--- config.mk ---
export PLATFORM = sky130hd
export DESIGN_NAME = timer_table_scheduler_core
export DESIGN_NICKNAME = d
export VERILOG_FILES = /design/src/rtl/tts_pkg.sv /design/src/rtl/tts_front.sv /design/src/rtl/tts_back.sv /design/src/rtl/timer_table_scheduler_core.sv
export SDC_FILE = /design/constraint.sdc
export NUM_CORES = 2
export LEC_CHECK = 0
export ABC_AREA = 1
export BUFFER_PORTS_ARGS = -buffer_cell sky130_fd_sc_hd__buf_2
export CAP_MARGIN = 20
export CORE_ASPECT_RATIO = 1.5
export CORE_UTILIZATION = 55
export DETAILED_ROUTE_END_ITERATION = 12
export PLACE_DENSITY = 0.72
export SLEW_MARGIN = 20
export SYNTH_ARGS = -nofsm -noshare
export SYNTH_HDL_FRONTEND = slang
export SYNTH_SLANG_ARGS = --single-unit
--- constraint.sdc ---
create_clock -name clk -period 5.55 [get_ports clk]
set_clock_uncertainty 0.2 [all_clocks]
set_input_delay 1.11 -clock clk [delete_from_list [all_inputs] [get_ports clk]]
set_output_delay 1.11 -clock clk [all_outputs]
set_load 0.01 [all_outputs]
--- src/rtl/tts_pkg.sv ---
// Shared types, constants and helper functions for the timer table scheduler.
`timescale 1ns / 1ps

package tts_pkg;

	// Table geometry
	localparam int NUM_SLOTS   = 16;
	localparam int TAG_WIDTH   = 16;
	localparam int MAX_RESULTS = 16;

	localparam int SLOT_W     = (NUM_SLOTS > 1) ? $clog2(NUM_SLOTS) : 1;
	localparam int IDX_W      = $clog2(NUM_SLOTS + 1);
	localparam int FIRE_W     = $clog2(MAX_RESULTS + 1);

	// Field widths
	localparam int IN_IVL_W   = 24;
	localparam int IVL_W      = 23;
	localparam int TIME_W     = 32;
	localparam int TAG_OUT_W  = 16;
	localparam int SLOT_OUT_W = 4;
	localparam int KIND_W     = 3;

	// Command queue between front and back (power of two depth)
	localparam int QDEPTH = 2;
	localparam int PTR_W  = (QDEPTH > 1) ? $clog2(QDEPTH) : 1;
	localparam int CNT_W  = $clog2(QDEPTH + 1);

	// Request class decided by the front end
	typedef enum logic [1:0] {
		CMD_TICK,
		CMD_NEG,
		CMD_ZERO,
		CMD_ARM
	} cmd_cls_t;

	typedef struct packed {
		cmd_cls_t              cls;
		logic [IVL_W-1:0]      interval;
		logic                  periodic;
		logic [TAG_WIDTH-1:0]  tag;
	} cmd_t;

	typedef struct packed {
		logic valid;
		cmd_t cmd;
	} q_head_t;

	// Result kinds
	typedef enum logic [KIND_W-1:0] {
		K_FIRED = 3'd0,
		K_ARMED = 3'd1,
		K_NEG   = 3'd2,
		K_FULL  = 3'd3,
		K_IDLE  = 3'd4
	} kind_t;

	typedef enum logic [1:0] {
		S_IDLE,
		S_WALK,
		S_FLUSH
	} bk_state_t;

	// One table entry held in the slot memory
	typedef struct packed {
		logic                 periodic;
		logic [IVL_W-1:0]     interval;
		logic [TIME_W-1:0]    deadline;
		logic [TAG_WIDTH-1:0] tag;
	} slot_t;

	// Request tag to stored tag width
	function automatic logic [TAG_WIDTH-1:0] tag_from_in(input logic [TAG_OUT_W-1:0] t);
		logic [TAG_WIDTH+TAG_OUT_W-1:0] ext;
		ext = {{TAG_WIDTH{1'b0}}, t};
		return ext[TAG_WIDTH-1:0];
	endfunction

	// Stored tag to result tag width
	function automatic logic [TAG_OUT_W-1:0] tag_to_out(input logic [TAG_WIDTH-1:0] t);
		logic [TAG_WIDTH+TAG_OUT_W-1:0] ext;
		ext = {{TAG_OUT_W{1'b0}}, t};
		return ext[TAG_OUT_W-1:0];
	endfunction

	// Slot index masked to the result field
	function automatic logic [SLOT_OUT_W-1:0] slot_to_out(input logic [SLOT_W-1:0] s);
		logic [SLOT_W+SLOT_OUT_W-1:0] ext;
		ext = {{SLOT_OUT_W{1'b0}}, s};
		return ext[SLOT_OUT_W-1:0];
	endfunction

endpackage

--- src/rtl/tts_front.sv ---
// Front end: takes requests, classifies them and queues them for the back end.
`timescale 1ns / 1ps

module tts_front (
	input  logic                                clk,
	input  logic                                arst_n,
	input  logic                                start,
	output logic                                busy,
	input  logic                                op,
	input  logic signed [tts_pkg::IN_IVL_W-1:0] interval_ms,
	input  logic                                repeat_flag,
	input  logic [tts_pkg::TAG_OUT_W-1:0]       user_tag,
	input  logic                                pop,
	output tts_pkg::q_head_t                    head
);
	import tts_pkg::*;

	cmd_t             cmd_in;
	cmd_t             q_mem_q [QDEPTH];
	logic [PTR_W-1:0] wr_ptr_q;
	logic [PTR_W-1:0] rd_ptr_q;
	logic [CNT_W-1:0] cnt_q;
	logic             push;
	logic             pop_ok;

	// Classify the request
	always_comb begin
		cmd_in.interval = interval_ms[IVL_W-1:0];
		cmd_in.periodic = repeat_flag;
		cmd_in.tag      = tag_from_in(user_tag);
		if (!op) begin
			cmd_in.cls = CMD_TICK;
		end else if (interval_ms[IN_IVL_W-1]) begin
			cmd_in.cls = CMD_NEG;
		end else if (interval_ms == '0) begin
			cmd_in.cls = CMD_ZERO;
		end else begin
			cmd_in.cls = CMD_ARM;
		end
	end

	assign busy   = (cnt_q == CNT_W'(QDEPTH));
	assign push   = start && !busy;
	assign pop_ok = pop && (cnt_q != '0);

	// Queue control; pointers wrap naturally since the depth is a power of two
	always_ff @(posedge clk or negedge arst_n) begin
		if (!arst_n) begin
			wr_ptr_q <= '0;
			rd_ptr_q <= '0;
			cnt_q    <= '0;
		end else begin
			if (push) wr_ptr_q <= wr_ptr_q + 1'b1;
			if (pop_ok) rd_ptr_q <= rd_ptr_q + 1'b1;
			if (push && !pop_ok) cnt_q <= cnt_q + 1'b1;
			else if (!push && pop_ok) cnt_q <= cnt_q - 1'b1;
		end
	end

	// Queue storage
	always_ff @(posedge clk) begin
		if (push) q_mem_q[wr_ptr_q] <= cmd_in;
	end

	assign head.valid = (cnt_q != '0);
	assign head.cmd   = q_mem_q[rd_ptr_q];

endmodule

--- src/rtl/tts_back.sv ---
// Back end: slot table, millisecond clock, arm handling and expiry walk.
`timescale 1ns / 1ps

module tts_back (
	input  logic                             clk,
	input  logic                             arst_n,
	input  tts_pkg::q_head_t                 head,
	output logic                             pop,
	output logic                             strobe,
	output logic [tts_pkg::KIND_W-1:0]       kind,
	output logic [tts_pkg::TAG_OUT_W-1:0]    tag_out,
	output logic [tts_pkg::SLOT_OUT_W-1:0]   slot_out,
	output logic                             last
);
	import tts_pkg::*;

	bk_state_t              state_q, state_d;
	logic [IDX_W-1:0]       idx_q, idx_d;
	logic [TIME_W-1:0]      now_q, now_d;
	logic [NUM_SLOTS-1:0]   valid_q, valid_d;
	logic [FIRE_W-1:0]      fire_cnt_q, fire_cnt_d;
	logic                   pend_v_q, pend_v_d;
	logic [TAG_WIDTH-1:0]   pend_tag_q, pend_tag_d;
	logic [SLOT_W-1:0]      pend_slot_q, pend_slot_d;

	logic                   o_stb_q, o_stb_d;
	kind_t                  o_kind_q, o_kind_d;
	logic [TAG_OUT_W-1:0]   o_tag_q, o_tag_d;
	logic [SLOT_OUT_W-1:0]  o_slot_q, o_slot_d;
	logic                   o_last_q, o_last_d;

	slot_t                  slot_mem [NUM_SLOTS];
	slot_t                  rd_data_q;
	slot_t                  mem_wdata;
	logic                   mem_we;
	logic [SLOT_W-1:0]      mem_waddr;
	logic [SLOT_W-1:0]      rd_addr;

	logic [SLOT_W-1:0]      free_slot;
	logic                   free_found;
	logic [IDX_W-1:0]       ev_idx;
	logic [SLOT_W-1:0]      ev_slot;
	logic [TIME_W-1:0]      diff;
	logic                   past;

	// Lowest free slot
	always_comb begin
		free_slot  = '0;
		free_found = 1'b0;
		for (int i = NUM_SLOTS - 1; i >= 0; i--) begin
			if (!valid_q[i]) begin
				free_slot  = SLOT_W'(i);
				free_found = 1'b1;
			end
		end
	end

	// Walk addressing: read slot idx, evaluate slot idx-1 from registered data
	assign rd_addr = (idx_q < IDX_W'(NUM_SLOTS)) ? idx_q[SLOT_W-1:0] : '0;
	assign ev_idx  = idx_q - 1'b1;
	assign ev_slot = ev_idx[SLOT_W-1:0];
	assign diff    = rd_data_q.deadline - now_q;
	assign past    = diff[TIME_W-1];

	// Next state and outputs
	always_comb begin
		state_d     = state_q;
		idx_d       = idx_q;
		now_d       = now_q;
		valid_d     = valid_q;
		fire_cnt_d  = fire_cnt_q;
		pend_v_d    = pend_v_q;
		pend_tag_d  = pend_tag_q;
		pend_slot_d = pend_slot_q;
		o_stb_d     = 1'b0;
		o_kind_d    = K_IDLE;
		o_tag_d     = '0;
		o_slot_d    = '0;
		o_last_d    = 1'b0;
		mem_we      = 1'b0;
		mem_waddr   = free_slot;
		mem_wdata   = '0;
		pop         = 1'b0;

		unique case (state_q)
			S_IDLE: begin
				if (head.valid) begin
					pop = 1'b1;
					unique case (head.cmd.cls)
						CMD_TICK: begin
							now_d      = now_q + 1'b1;
							idx_d      = '0;
							fire_cnt_d = '0;
							pend_v_d   = 1'b0;
							state_d    = S_WALK;
						end
						CMD_NEG: begin
							o_stb_d  = 1'b1;
							o_kind_d = K_NEG;
							o_tag_d  = tag_to_out(head.cmd.tag);
							o_last_d = 1'b1;
						end
						CMD_ZERO: begin
							o_stb_d  = 1'b1;
							o_kind_d = K_FIRED;
							o_tag_d  = tag_to_out(head.cmd.tag);
							o_last_d = 1'b1;
						end
						CMD_ARM: begin
							o_stb_d  = 1'b1;
							o_tag_d  = tag_to_out(head.cmd.tag);
							o_last_d = 1'b1;
							if (free_found) begin
								valid_d[free_slot] = 1'b1;
								mem_we             = 1'b1;
								mem_waddr          = free_slot;
								mem_wdata.periodic = head.cmd.periodic;
								mem_wdata.interval = head.cmd.interval;
								mem_wdata.deadline = now_q +
									{{(TIME_W-IVL_W){1'b0}}, head.cmd.interval};
								mem_wdata.tag      = head.cmd.tag;
								o_kind_d           = K_ARMED;
								o_slot_d           = slot_to_out(free_slot);
							end else begin
								o_kind_d = K_FULL;
							end
						end
						default: ;
					endcase
				end
			end

			S_WALK: begin
				// Fire a due slot; the previous hit goes out with last low
				if (idx_q != '0 && valid_q[ev_slot] && past &&
						fire_cnt_q < FIRE_W'(MAX_RESULTS)) begin
					if (pend_v_q) begin
						o_stb_d  = 1'b1;
						o_kind_d = K_FIRED;
						o_tag_d  = tag_to_out(pend_tag_q);
						o_slot_d = slot_to_out(pend_slot_q);
					end
					pend_v_d    = 1'b1;
					pend_tag_d  = rd_data_q.tag;
					pend_slot_d = ev_slot;
					fire_cnt_d  = fire_cnt_q + 1'b1;
					if (rd_data_q.periodic) begin
						mem_we             = 1'b1;
						mem_waddr          = ev_slot;
						mem_wdata          = rd_data_q;
						mem_wdata.deadline = now_q +
							{{(TIME_W-IVL_W){1'b0}}, rd_data_q.interval};
					end else begin
						valid_d[ev_slot] = 1'b0;
					end
				end
				if (idx_q == IDX_W'(NUM_SLOTS)) begin
					state_d = S_FLUSH;
				end else begin
					idx_d = idx_q + 1'b1;
				end
			end

			S_FLUSH: begin
				// Final result of the tick
				o_stb_d  = 1'b1;
				o_last_d = 1'b1;
				if (pend_v_q) begin
					o_kind_d = K_FIRED;
					o_tag_d  = tag_to_out(pend_tag_q);
					o_slot_d = slot_to_out(pend_slot_q);
				end
				pend_v_d = 1'b0;
				state_d  = S_IDLE;
			end

			default: state_d = S_IDLE;
		endcase
	end

	// Control registers
	always_ff @(posedge clk or negedge arst_n) begin
		if (!arst_n) begin
			state_q    <= S_IDLE;
			idx_q      <= '0;
			now_q      <= '0;
			valid_q    <= '0;
			fire_cnt_q <= '0;
			pend_v_q   <= 1'b0;
			o_stb_q    <= 1'b0;
		end else begin
			state_q    <= state_d;
			idx_q      <= idx_d;
			now_q      <= now_d;
			valid_q    <= valid_d;
			fire_cnt_q <= fire_cnt_d;
			pend_v_q   <= pend_v_d;
			o_stb_q    <= o_stb_d;
		end
	end

	// Payload registers
	always_ff @(posedge clk) begin
		pend_tag_q  <= pend_tag_d;
		pend_slot_q <= pend_slot_d;
		o_kind_q    <= o_kind_d;
		o_tag_q     <= o_tag_d;
		o_slot_q    <= o_slot_d;
		o_last_q    <= o_last_d;
	end

	// Slot memory: one write port, one registered read port
	always_ff @(posedge clk) begin
		if (mem_we) slot_mem[mem_waddr] <= mem_wdata;
		rd_data_q <= slot_mem[rd_addr];
	end

	assign strobe   = o_stb_q;
	assign kind     = o_kind_q;
	assign tag_out  = o_tag_q;
	assign slot_out = o_slot_q;
	assign last     = o_last_q;

	// Checks
	a_flush_last: assert property (@(posedge clk) disable iff (!arst_n)
		state_q == S_FLUSH |=> o_stb_q && o_last_q)
		else $error("tick did not close with a last result");

	a_fire_cap: assert property (@(posedge clk) disable iff (!arst_n)
		fire_cnt_q <= FIRE_W'(MAX_RESULTS))
		else $error("fire count beyond result limit");

	a_idle_result: assert property (@(posedge clk) disable iff (!arst_n)
		o_stb_q && o_kind_q == K_IDLE |-> o_last_q && o_tag_q == '0 && o_slot_q == '0)
		else $error("empty tick result malformed");

	a_pop_idle: assert property (@(posedge clk) disable iff (!arst_n)
		pop |-> state_q == S_IDLE && head.valid)
		else $error("queue popped outside idle");

endmodule

--- src/rtl/timer_table_scheduler_core.sv ---
// Top level of the timer table scheduler: front end, request queue and back end.
//
//  channel  | handshake           | signals
//  ---------+---------------------+-------------------------------------------
//  request  | start & !busy       | op, interval_ms, repeat_flag, user_tag
//  result   | strobe (one cycle)  | kind, tag_out, slot_out, last
//
// Arm: the request is written to the queue, popped by the back end in S_IDLE and
// its result registered at the output. Tick: a pop in S_IDLE, a walk over the
// single registered read port of the slot memory (one slot per cycle plus one
// step to prime the read), a closing S_FLUSH state and the output register.
// The front queues two requests, so busy rises only when both are waiting.
// Reset clears time, slot valid bits and the queue; no clearing pass is needed.
// Results cannot be held off; each is shown for exactly one cycle.
`timescale 1ns / 1ps

module timer_table_scheduler_core (
	input  logic                                clk,
	input  logic                                arst_n,
	input  logic                                start,
	output logic                                busy,
	input  logic                                op,
	input  logic signed [tts_pkg::IN_IVL_W-1:0] interval_ms,
	input  logic                                repeat_flag,
	input  logic [tts_pkg::TAG_OUT_W-1:0]       user_tag,
	output logic                                strobe,
	output logic [tts_pkg::KIND_W-1:0]          kind,
	output logic [tts_pkg::TAG_OUT_W-1:0]       tag_out,
	output logic [tts_pkg::SLOT_OUT_W-1:0]      slot_out,
	output logic                                last
);
	import tts_pkg::*;

	q_head_t head;
	logic    pop;

	tts_front u_front (
		.clk         (clk),
		.arst_n      (arst_n),
		.start       (start),
		.busy        (busy),
		.op          (op),
		.interval_ms (interval_ms),
		.repeat_flag (repeat_flag),
		.user_tag    (user_tag),
		.pop         (pop),
		.head        (head)
	);

	tts_back u_back (
		.clk      (clk),
		.arst_n   (arst_n),
		.head     (head),
		.pop      (pop),
		.strobe   (strobe),
		.kind     (kind),
		.tag_out  (tag_out),
		.slot_out (slot_out),
		.last     (last)
	);

endmodule
==> flow_summary.ini <==
[critical_path]
cp.required_ps = 5730
end_kind = register
cp_cell_sequence = inv_2, ha_1, inv_1, nand3_1, nand3_1, nand3_1, nand2_2, nor2_4, nand3_4, nand3_1, nand3_1, nor2_4, buf_4
crit_buf_inv = 3
crit_family = simple AND/OR/NAND/NOR gates
cp_max_fo = 40
worstPathArrival_ps = 4880
critPathLaunchType = register
critPathKind = reg2reg
cp_common_cell = nand3_1
cpPeakStageDelay_ps = 670
crit_slowest_cell = dfrtp_4

[synth]
synth-xor-area-share_pct = 0.922
yosysWarnings = 0
synth_nets = 5096
synth_top_area_share_pct = 63.9
synth_edf_count = 1256
ys_seq_elements = 1418
ys_types = 52
yosys.area.top_type = edfxtp_1
postSynthAreaPerCell_um2 = 11.9
synth_top_family_by_area = simple AND/OR/NAND/NOR gates
synthCells = 4965
yosys.area_share.simple_pct = 14.0
synth_area_um2 = 59000
ys_seq_area_share_pct = 70.0
synthMuxAreaShare_pct = 0.288
synth_compound_area_share_pct = 9.98
yosys-top-cells-area = edfxtp_1, nor2_1, o311ai_0
ys.flop_type = edfxtp_1
synthAdderAreaFrac_pct = 1.85
async_flop_share_pct = 4.65

[clock_network]
cts_setup_buffers = 0
cts.path.max_buffers = 3
holdBufCountCts = 0
clk_latency_ps = 780
clk_pin_slew_ps = 70
clock-sinks = 1418
post_cts_resized = 0
cts_tree = done
ctsRootBufferMaster = clkbuf_16
cts_buffers = 131
ctsHtreeMaxLevel = 4

[power]
power.leakage_uw = 0.0229
vdd_drop_max_v = 0.000517
power_density_nw_per_um2 = 551
power_uw = 36100

[route]
antenna_left = 0
drc = 0
via_per_inst = 6.26
drt_iter0_markers = 4895
dr.pass1.iters = 6
wl_mm = 167
wl_per_cell_um = 25.7
vias = 40800

[layout]
final_cell_mix = nor2_1, edfxtp_1, nand2_1
fin_nets = 5135
drive_gt1_share_pct = 8.80
area_growth_pct = 11.0
final_common_cell = nor2_1

[floorplan]
rows = 146
die_w_um = 269
die_y_um = 403
dieArea_um2 = 109000
fp.coreArea_um2 = 106000
start_util_pct = 55.7
ios = 71

[sta]
hold_violations = 0
fin_ws_ps = 843
finalSetupViolCount = 0
fmax_mhz = 212
maxSlewViolCount = 0
fin_setup_tns_ps = 0
fin_crit_ps = 4710
period_share_pct = 84.8
relSlewSlack_pct = 34.0
worst_pin_slew_ps = 983
rsz0062_at_grt = false

[global_route]
antenna_found_initial = 1
grt_use_total_pct = 30.6
grt_pass1_vias = 39600
grt-ovfl-total = 0
grt_pass1_wl_mm = 248
grt_max_degree = 150

[placed_design]
pre_cts_ws_ps = 1060
io_buffer_count = 70
hpwl_mm = 98.1
gp_congestion = 1.03

[flow_run]
drv_cap = 0

[status]
status = finished, final reports clean

[worst_hold_path]
hold_path_class = in2async
## flip-flops by register name, indices dropped and copies added, names as in the netlist
name                flops
u_front.q_mem_q        84
u_back.pend_v_q         1
u_back.slot_out         4
u_back.idx_q            5
u_back.rd_data_q       72
u_back.slot_mem      1152
u_back.strobe           1
u_front.rd_ptr_q        1
u_back.valid_q         16
u_back.pend_tag_q      16
u_back.last             1
u_back.kind             3
u_back.now_q           32
u_back.state_q          2
u_front.wr_ptr_q        1
u_back.fire_cnt_q       5
u_back.tag_out         16
u_front.cnt_q           2
u_back.pend_slot_q      4
## worst paths after layout
path                                               from                                end  slack (ps)  depth (start not counted)
max                         u_back.idx_q[0]$_DFFE_PN0P_  u_back.slot_mem[10][19]$_DFFE_PP_         840                         13
min                                              arst_n       u_front.wr_ptr_q$_DFFE_PN0P_          70                          1
max reg2reg                 u_back.idx_q[0]$_DFFE_PN0P_  u_back.slot_mem[10][19]$_DFFE_PP_         840                         13
min reg2reg                u_back.rd_data_q[11]$_DFF_P_    u_back.pend_tag_q[11]$_DFFE_PP_         230                          0
max in group asynchronous                        arst_n        u_back.now_q[7]$_DFFE_PN0P_        4060                          2
min in group clk           u_back.rd_data_q[11]$_DFF_P_    u_back.pend_tag_q[11]$_DFFE_PP_         230                          0
## final cells by class
class                   instances  area, um2
diodes                          1       2.50
repair buffers                180       1440
clock inverters                65        661
well taps                    1406       1760
clock buffers                 177       3600
fillers                      8102      40400
flip-flops and latches       1418      41300
multi-input cells            3118      16100
inverters                     155        602
## through the flow
step	instance area, um2	hold WS (ps)	util, %	std cells
5_1_grt	65500	76.6	61.8	6520
6_report	65500	65.7	61.8	6520
3_3_place_gp	61200	214	57.8	6276
3_5_place_dp	61200	215	57.8	6276
2_1_floorplan	59000	209	-	4965
4_1_cts	65500	59.0	61.8	6518
## cells in the mapped netlist, types with 2 or more instances
cell	count
a22o_1	25
nor4_1	12
o22ai_1	20
xnor2_1	18
o21ai_2	12
o21ai_0	404
nor2_1	1290
nand4_1	22
dfxtp_1	96
a21o_1	7
inv_1	144
a21boi_0	4
clkbuf_1	197
xor2_1	41
buf_1	12
o21bai_1	9
nor3_2	4
fa_1	2
inv_2	10
a31oi_1	7
and2_1	2
nand3_1	232
o21ai_1	22
nand2_2	11
o21a_1	5
nor2_2	3
nor2_4	5
ha_1	84
mux2i_1	17
buf_2	37
buf_4	22
o211ai_1	3
nor3_1	21
o31ai_1	2
dfrtp_1	66
o311ai_1	9
nand3_4	3
edfxtp_1	1256
nand2_1	435
buf_6	6
o311ai_0	279
a21oi_1	99
## worst reg2reg max path, cell delays in order, from the launching register on
cell and delay, ps:
dfrtp_4 670, inv_2 270, ha_1 610, inv_1 230, nand3_1 130, nand3_1 80, nand3_1 100, nand2_2 70
nor2_4 210, nand3_4 230, nand3_1 220, nand3_1 370, nor2_4 230, buf_4 660
## per-layer routing
layer | GRT usage (%) | vias up | share of wire (%)
met4 | 14.3 | 0 | 4.8
met1 | 38.6 | 20100 | 37
met5 | 0 | - | 0
met3 | 4.65 | 440 | 8.3
met2 | 52.0 | 2207 | 49
li1 | - | 18000 | -
## where the power goes
group	switching, uW	internal, uW
registers	717	13700
logic	9500	3200
clock network	3940	5070
## kinds of logic after synthesis
family                   Yosys count
AO/OA/AOI/OAI                    910
XOR/XNOR                          60
adder cells (fa/ha/maj)           86
buffers and inverters            429
flip-flops                      1418
multiplexers                      17
AND/OR/NAND/NOR                 2045
Note: power is estimated with default switching activity, not from simulation.
